===== config.mk =====
export PLATFORM = sky130hd
export DESIGN_NAME = dedup_fifo_move_to_back
export DESIGN_NICKNAME = d
export VERILOG_FILES = /design/src/rtl/core/dfmb_pkg.sv /design/src/rtl/core/dfmb_cell.sv /design/src/rtl/core/dedup_fifo_move_to_back.sv
export VERILOG_INCLUDE_DIRS = /design/src /design/src/rtl/core
export SDC_FILE = /design/constraint.sdc
export NUM_CORES = 1
export LEC_CHECK = 0
export ABC_AREA = 1
export ABC_CLOCK_PERIOD_IN_PS = 4610
export BUFFER_PORTS_ARGS = -buffer_cell sky130_fd_sc_hd__buf_2
export CAP_MARGIN = 20
export CORE_MARGIN = 4
export CORE_UTILIZATION = 45
export CTS_CLUSTER_DIAMETER = 60
export DETAILED_ROUTE_END_ITERATION = 10
export SETUP_SLACK_MARGIN = 0.1
export SLEW_MARGIN = 40
export SYNTH_ARGS = -nofsm -noshare
export SYNTH_HDL_FRONTEND = slang
export SYNTH_HIERARCHICAL = 1
export SYNTH_SLANG_ARGS = --single-unit

===== constraint.sdc =====
create_clock -name aclk -period 4.61 [get_ports aclk]
set_clock_uncertainty 0.1 [all_clocks]
set_input_delay 0.461 -clock aclk [delete_from_list [all_inputs] [get_ports aclk]]
set_output_delay 0.461 -clock aclk [all_outputs]
set_load 0.1 [all_outputs]

===== src/rtl/core/dedup_fifo_move_to_back_assert.svh =====
// Assertion macros shared by the deduplicating FIFO RTL.
`ifndef DEDUP_FIFO_MOVE_TO_BACK_ASSERT_SVH
`define DEDUP_FIFO_MOVE_TO_BACK_ASSERT_SVH

`ifndef SYNTHESIS
// Checks that a condition holds at every clock edge outside reset.
`define DFMB_ASSERT_ALWAYS(label, clk, rst_n, cond) \
    label: assert property (@(posedge clk) disable iff (!(rst_n)) (cond)) \
        else $error("dfmb invariant violated");
// Checks that a trigger in one cycle implies a consequence in the next cycle.
`define DFMB_ASSERT_NEXT(label, clk, rst_n, trig, cons) \
    label: assert property (@(posedge clk) disable iff (!(rst_n)) (trig) |=> (cons)) \
        else $error("dfmb next-cycle check failed");
`else
`define DFMB_ASSERT_ALWAYS(label, clk, rst_n, cond)
`define DFMB_ASSERT_NEXT(label, clk, rst_n, trig, cons)
`endif

`endif


===== src/rtl/core/dfmb_pkg.sv =====
// Types, constants and status codes of the deduplicating FIFO.
package dfmb_pkg;

    localparam int DFMB_CAPACITY = 16;
    localparam int DATA_W        = 8;
    localparam int OCC_W         = 5;
    localparam int STATUS_W      = 2;

    // Result status codes.
    typedef enum logic [STATUS_W-1:0] {
        STATUS_OK        = 2'd0,
        STATUS_GET_EMPTY = 2'd1,
        STATUS_PUT_FULL  = 2'd2
    } status_t;

    // Operation codes.
    typedef enum logic {
        OP_PUT = 1'b0,
        OP_GET = 1'b1
    } op_t;

    // Broadcast control from the top level to every cell.
    typedef struct packed {
        logic              step;
        logic              get;
        logic              found;
        logic [DATA_W-1:0] value;
    } cell_ctrl_t;

    // Link from a cell to its tail-side neighbor.
    typedef struct packed {
        logic valid;
        logic match;
    } fwd_link_t;

    // Link from a cell to its head-side neighbor.
    typedef struct packed {
        logic              valid;
        logic [DATA_W-1:0] value;
    } back_link_t;

endpackage


===== src/rtl/core/dfmb_cell.sv =====
// One queue cell: holds an entry, compares it, and shifts toward the head.
module dfmb_cell (
    input  logic                 aclk,
    input  logic                 aresetn,
    input  dfmb_pkg::cell_ctrl_t ctrl,
    input  dfmb_pkg::fwd_link_t  fwd_in,
    output dfmb_pkg::fwd_link_t  fwd_out,
    input  dfmb_pkg::back_link_t back_in,
    output dfmb_pkg::back_link_t back_out
);
    import dfmb_pkg::*;

    logic              valid_reg;
    logic              valid_next;
    logic [DATA_W-1:0] value_reg;
    logic [DATA_W-1:0] value_next;
    logic              my_match;

    // Compare against the put value and extend the match chain.
    assign my_match      = valid_reg && (value_reg == ctrl.value);
    assign fwd_out.valid = valid_reg;
    assign fwd_out.match = fwd_in.match || my_match;
    assign back_out.valid = valid_reg;
    assign back_out.value = value_reg;

    // Next entry: shift in from the tail side, take the put value, or hold.
    always_comb begin
        valid_next = valid_reg;
        value_next = value_reg;
        if (ctrl.step) begin
            if (ctrl.get) begin
                valid_next = back_in.valid;
                value_next = back_in.value;
            end else if (ctrl.found) begin
                // Cells from the old copy onward close the gap; the tail cell
                // receives the new value.
                if (fwd_out.match && valid_reg) begin
                    if (back_in.valid) begin
                        value_next = back_in.value;
                    end else begin
                        value_next = ctrl.value;
                    end
                end
            end else if (fwd_in.valid && !valid_reg) begin
                valid_next = 1'b1;
                value_next = ctrl.value;
            end
        end
    end

    // Valid bit is control state; the value needs no reset.
    always_ff @(posedge aclk) begin
        if (!aresetn) begin
            valid_reg <= 1'b0;
        end else begin
            valid_reg <= valid_next;
        end
    end

    always_ff @(posedge aclk) begin
        value_reg <= value_next;
    end

endmodule


===== src/rtl/core/dedup_fifo_move_to_back.sv =====
// Top level of the deduplicating FIFO that moves a repeated value to the tail.
//
// Input channel s_*: each transfer carries s_op (put or get) and s_item_value.
// Result channel m_*: exactly one result transfer follows each input transfer,
// carrying the popped value, a status, the duplicate flag, the occupancy and
// the empty flag as they stand after that item.
// The queue is a row of CAPACITY cells, head in cell 0. Every cell compares
// its entry with the put value at once and a prefix-OR chain runs along the
// row, and the result of a put or get is valid in the cycle after the input
// transfer. One item can be taken every cycle while m_ready is high.
// The ripple of the match chain through all cells sets the clock limit.
// A single output register holds the result; while it is full and m_ready is
// low, s_ready is low, so a stalled receiver stalls the input side without
// losing anything.
// Reset (aresetn low, synchronous) empties the queue and the output register.
// A put of a new value into a full queue is refused with status 2.
`include "dedup_fifo_move_to_back_assert.svh"

module dedup_fifo_move_to_back #(
    parameter int CAPACITY = dfmb_pkg::DFMB_CAPACITY
) (
    input  logic                          aclk,
    input  logic                          aresetn,
    input  logic                          s_valid,
    output logic                          s_ready,
    input  logic                          s_op,
    input  logic [dfmb_pkg::DATA_W-1:0]   s_item_value,
    output logic                          m_valid,
    input  logic                          m_ready,
    output logic [dfmb_pkg::DATA_W-1:0]   m_out_value,
    output logic [dfmb_pkg::STATUS_W-1:0] m_status,
    output logic                          m_was_duplicate,
    output logic [dfmb_pkg::OCC_W-1:0]    m_occupancy,
    output logic                          m_is_empty
);
    import dfmb_pkg::*;

    localparam int CNT_W = $clog2(CAPACITY + 1);

    cell_ctrl_t  ctrl;
    fwd_link_t   fwd   [CAPACITY+1];
    back_link_t  back  [CAPACITY+1];
    logic [CAPACITY-1:0] valid_vec;

    logic             accept;
    logic             found;
    logic             full;
    logic             empty;
    logic [CNT_W-1:0] fill_count_reg;
    logic [CNT_W-1:0] fill_count_next;

    logic              m_valid_reg;
    logic [DATA_W-1:0] out_value_reg;
    logic [DATA_W-1:0] out_value_next;
    status_t           status_reg;
    status_t           status_next;
    logic              dup_reg;
    logic              dup_next;
    logic [OCC_W-1:0]  occ_reg;
    logic [OCC_W-1:0]  occ_next;
    logic              is_empty_reg;
    logic              is_empty_next;
    logic [CNT_W+OCC_W-1:0] occ_wide;

    // Handshake: one output register, refilled in the cycle it drains.
    assign s_ready = !m_valid_reg || m_ready;
    assign accept  = s_valid && s_ready;

    // Ends of the chain: head side sees a valid, unmatched neighbor.
    assign fwd[0].valid       = 1'b1;
    assign fwd[0].match       = 1'b0;
    assign back[CAPACITY]     = '0;
    assign found              = fwd[CAPACITY].match;

    assign ctrl.step  = accept;
    assign ctrl.get   = (s_op == OP_GET);
    assign ctrl.found = found;
    assign ctrl.value = s_item_value;

    // The row of cells.
    for (genvar i = 0; i < CAPACITY; i++) begin : g_cell
        dfmb_cell u_cell (
            .aclk    (aclk),
            .aresetn (aresetn),
            .ctrl    (ctrl),
            .fwd_in  (fwd[i]),
            .fwd_out (fwd[i+1]),
            .back_in (back[i+1]),
            .back_out(back[i])
        );
        assign valid_vec[i] = fwd[i+1].valid;
    end

    assign full  = (fill_count_reg == CNT_W'(CAPACITY));
    assign empty = (fill_count_reg == '0);

    // Result of the item at the input and the new occupancy.
    always_comb begin
        out_value_next  = '0;
        status_next     = STATUS_OK;
        dup_next        = 1'b0;
        fill_count_next = fill_count_reg;
        if (s_op == OP_GET) begin
            if (empty) begin
                status_next = STATUS_GET_EMPTY;
            end else begin
                out_value_next  = back[0].value;
                fill_count_next = fill_count_reg - CNT_W'(1);
            end
        end else if (found) begin
            dup_next = 1'b1;
        end else if (full) begin
            status_next = STATUS_PUT_FULL;
        end else begin
            fill_count_next = fill_count_reg + CNT_W'(1);
        end
        occ_wide      = {{OCC_W{1'b0}}, fill_count_next};
        occ_next      = occ_wide[OCC_W-1:0];
        is_empty_next = (fill_count_next == '0);
    end

    // Control registers.
    always_ff @(posedge aclk) begin
        if (!aresetn) begin
            m_valid_reg    <= 1'b0;
            fill_count_reg <= '0;
        end else begin
            if (accept) begin
                m_valid_reg    <= 1'b1;
                fill_count_reg <= fill_count_next;
            end else if (m_ready) begin
                m_valid_reg <= 1'b0;
            end
        end
    end

    // Result payload register.
    always_ff @(posedge aclk) begin
        if (accept) begin
            out_value_reg <= out_value_next;
            status_reg    <= status_next;
            dup_reg       <= dup_next;
            occ_reg       <= occ_next;
            is_empty_reg  <= is_empty_next;
        end
    end

    assign m_valid         = m_valid_reg;
    assign m_out_value     = out_value_reg;
    assign m_status        = status_reg;
    assign m_was_duplicate = dup_reg;
    assign m_occupancy     = occ_reg;
    assign m_is_empty      = is_empty_reg;

    // The valid bits of the cells always form the occupancy count.
    `DFMB_ASSERT_ALWAYS(a_valid_count, aclk, aresetn, ($countones(valid_vec) == fill_count_reg))
    // The count never exceeds the capacity.
    `DFMB_ASSERT_ALWAYS(a_count_range, aclk, aresetn, (fill_count_reg <= CNT_W'(CAPACITY)))
    // A get on an empty queue reports the empty status.
    `DFMB_ASSERT_NEXT(a_get_empty, aclk, aresetn, (accept && s_op == OP_GET && empty), (m_status == STATUS_GET_EMPTY))
    // A duplicate put leaves the occupancy unchanged.
    `DFMB_ASSERT_NEXT(a_dup_count, aclk, aresetn, (accept && s_op == OP_PUT && found), (fill_count_reg == $past(fill_count_reg)))

endmodule

Yosys cells after proc, flatten, opt, wreduce, memory -nomap -nowiden
Cells that the tools add are included.
{ "totals": {"reg_bits": 167, "n_memories": 0, "ram_bits": 0, "rom_bits": 0, "latch_bits": 0} }
{ "classes": {"shift": 0, "eq_ne": 35, "n_reduce_logical": 146, "n_lt_le_gt_ge": 0, "n_addsub": 2, "n_div": 0, "n_mul": 0, "n_bitwise": 1, "muxes": 136} }
{ "ops": {"columns": ["op", "n"], "rows": [
  ["8-bit 2-to-1 mux", 78],
  ["8-bit equality test", 16],
  ["3-bit AND reduction", 31],
  ["1-bit 2-to-1 mux", 51],
  ["1-bit logical AND", 48],
  ["3-bit by 2-bit != test with 1-bit output, second input constant", 16],
  ["3-bit nonzero test", 15],
  ["2-bit nonzero test", 16],
  ["5-bit 2-to-1 mux", 4],
  ["1-bit zero test", 16],
  ["1-bit logical OR", 16],
  ["5-bit zero test", 2],
  ["2-bit 2-to-1 mux", 3],
  ["5-bit by 1-bit adder with 5-bit output, second input constant", 1],
  ["5-bit equality test, second input constant", 1],
  ["5-bit by 1-bit subtractor with 5-bit output, second input constant", 1],
  ["3-bit != test, second input constant", 1],
  ["2-bit != test, second input constant", 1],
  ["2-bit AND reduction", 1],
  ["2-bit OR reduction", 1],
  ["1-bit NOT", 1]
]} }

Logic depth before layout (Yosys ltp)
{ "logic_depth": {"ltp_word": 20, "mapped_depth": 32} }

Modules after synthesis
The synthesis kept the hierarchy.
{ "by_module_without_submodules": {"columns": ["module", "area_per_inst_um2", "instances", "cells_per_inst"], "rows": [
  ["dfmb_cell", 611.8, 16, 93],
  ["dedup_fifo_move_to_back", 1122.3, 1, 128]
]} }

Least setup slack after synthesis
No wires, ideal clock.
{ "synth_path": {"path_kind": "input port to flip-flop", "start": "in s_item_value[0] in the netlist's numbering", "end": "reg is_empty_reg, in the netlist m_is_empty, data pin", "arrival_ns": 4.163, "setup_slack_ns": 0.095, "cell_stages": 30, "required_ns": 4.259, "path_cell_list": "inv_1 > nand2_1 > nand2_1 > nor2_1 > nand2_1 > nor2_2 > a21o_1 > a21o_1 > a21o_1 > a21o_1 > a21o_1 > a21o_1 > a21o_1 > a21o_1 > a21o_1 > a21o_1 > a21o_1 > a21o_1 > a21o_1 > a21o_1 > a21o_1 > a21o_1 > inv_1 > nand3_1 > nor2_1 > nand2_1 > nand2_1 > nand2_1 > nand2_1 > nor2_1"} }
{ "synth_rtl": {"columns": ["element", "line_no", "source"], "rows": [
  ["start: declaration", "dedup_fifo_move_to_back.sv:27", "input logic [dfmb_pkg::DATA_W-1:0] s_item_value,"],
  ["end signal: assignment", "dedup_fifo_move_to_back.sv:144", "is_empty_reg <= is_empty_next;"],
  ["end: declaration", "dedup_fifo_move_to_back.sv:61", "logic is_empty_reg;"]
]} }

==> impl_metrics.env <==
export IMPL_hold_violations=0
export IMPL_avgRoutedWirePerCell_um=13.3
export IMPL_die_h_um=164
export IMPL_largest_reg_flops=128
export IMPL_dieArea_um2=26800
export IMPL_hpwl_um=18700
export IMPL_io_pins=32
export IMPL_syn_inst=1614
export IMPL_crit_type="flop to flop"
export IMPL_hold_slack_ps=237
export IMPL_drt_iter0_markers=493
export IMPL_via_count=9778
export IMPL_overflow=0
export IMPL_n_fill_cell=2248
export IMPL_powerDensity_nw_per_um2=315
export IMPL_cp_max_fo=8
export IMPL_core_area_um2=23600
export IMPL_clock_tree_htree_level_count=4
export IMPL_utilization_pct=58.3
export IMPL_dp_slack_ps=-256
export IMPL_dr_pass1_iters=5
export IMPL_area_growth_pct=26.4
export IMPL_grt_max_degree=54
export IMPL_track_usage_pct=19.6
export IMPL_cts_sinks=167
export IMPL_drc_errors=0
export IMPL_ctsHoldBuffers=0
export IMPL_start_util_pct=46.1
export IMPL_numPortBuffers=31
export IMPL_reg2reg_depth=27
export IMPL_worst_slack_ps=5.15
export IMPL_cts_max_path_buffers=2
export IMPL_syn_area_um2=10900
export IMPL_start_kind="flop"
export IMPL_drv_cap=0
export IMPL_slew_violations=0
export IMPL_routabilityCongestion=0.848
export IMPL_cellLeakagePower_nw=7.19
export IMPL_setup_violations=0
export IMPL_crit_end="g_cell[0].u_cell/value_reg[4]"
export IMPL_grt_pass1_wl_um=42700
export IMPL_status="finished clean"
export IMPL_path_clk_slew_ps=80
export IMPL_cts_buffers=17
export IMPL_via_per_inst=4.75
export IMPL_rsz0062_at_grt="true"
export IMPL_worstReg2RegEnd="g_cell[0].u_cell/value_reg[4]"
export IMPL_antennaDiodeCount=0
export IMPL_grt_pass1_vias=8839
export IMPL_drive_gt1_share_pct=20.4
export IMPL_worstMarginPinSlew_ps=678
export IMPL_hold_class="input pin to flop"
export IMPL_r2r_slack_ps=5
export IMPL_root_buffer="clkbuf_16"
export IMPL_routed_wl_um=27400
export IMPL_critPathArrivalTime_ps=4650
export IMPL_ant_nets=0
export IMPL_die_x_um=164
export IMPL_min_period_over_period_pct=99.9
export IMPL_fmax_mhz=217
export IMPL_final_nets=1742
export IMPL_avgSynthCellArea_um2=6.75
export IMPL_num_rows=56
export IMPL_cts_tree="yes"
export IMPL_cp_required_ps=4660
export IMPL_antenna_found_initial=4
export IMPL_endpoint_kind="flop"
export IMPL_yosys_warnings=6
export IMPL_rr_startpoint="g_cell[0].u_cell/value_reg[1]"
export IMPL_worstSetupStartpoint="g_cell[0].u_cell/value_reg[1]"
export IMPL_ir_worst_vdd_v=0.000212
export IMPL_period_minus_slack_ps=4600
export IMPL_insertion_delay_ps=430
export IMPL_worst_slew_margin_rel_pct=54.8
## cell type report
type	count	area [um^2]	share of cell area (%)
clock inverter	14	130	0.945
inverter	331	1260	9.16
tap	319	399	2.90
sequential	167	4790	34.8
clock buffer	18	429	3.12
multi-input combinational	1080	5220	37.9
timing repair buffer	130	1540	11.2
## routing by layer
metal	part of all wire, %	routed length [um]	global-route usage [%]
met2	50	13600	34.0
met1	46	12700	26.4
met5	0	0	0
met3	3.2	877	2.78
met4	0.77	212	3.47
## layout by cell type (no fill, tap or decap), types with 27 or more instances in the layout
cell       instances
o21ai_0           45
nand2_1          594
nand2_4           43
nor2_1           116
o21ai_1           65
edfxtp_1         145
clkbuf_16         32
inv_1            314
nor2_2            27
buf_4             46
nand2_2           47
a21oi_1           29
buf_2             30
## power by group
group          switching, mW  internal [mW]
logic                  0.646          0.389
clock network          0.673          0.717
registers              0.108           1.81
total                   1.43           2.91
## worst min path at each step
stage	from	end	slack [ps]	cells after the start
detailed placement	m_valid	m_valid	410	2
global route	m_ready	m_valid	240	4
finish	m_ready	m_valid	240	4
CTS	m_ready	m_valid	220	4
global placement	m_valid	m_valid	390	2
floorplan	g_cell[15].u_cell/valid_reg	g_cell[15].u_cell/valid_reg	370	2
## critical path: stages (launching register included)
cell and delay [ps]:
edfxtp_1 440, inv_1 80, nand2_1 50, nand2_1 70, nor2_1 40, nand2_1 90
nor2_2 50, a21o_1 160, a21o_1 160, a21o_1 170, a21o_1 170, a21o_1 160
a21o_1 160, a21o_1 160, a21o_1 170, a21o_1 160, a21o_1 170, a21o_1 170
a21o_1 170, a21o_1 170, a21o_1 170, a21o_1 180, a21o_4 260, buf_12 170
inv_2 50, nor2_1 60, a21oi_2 220, buf_12 140
## stage by stage
stage / TNS, ps / cells / cell area, um^2 / total power [mW]
detailed placement: -48420 / 2005 / 12100 / 2.81
global route: -44020 / 2059 / 13800 / 4.57
CTS: 0 / 2040 / 12700 / 4.21
floorplan: 0 / 1625 / 10900 / 2.52
finish: 0 / 2059 / 13800 / 4.34
global placement: -36740 / 2005 / 12100 / 2.79
## timing repair
action | in CTS | in global routing
pin swaps | 11 | 44
gates resized for setup | 21 | 287
setup endpoints to repair | 259 | 276
setup buffers | 3 | 4
gates cloned | 0 | 15
No activity file was read; power rests on OpenSTA's default activity.
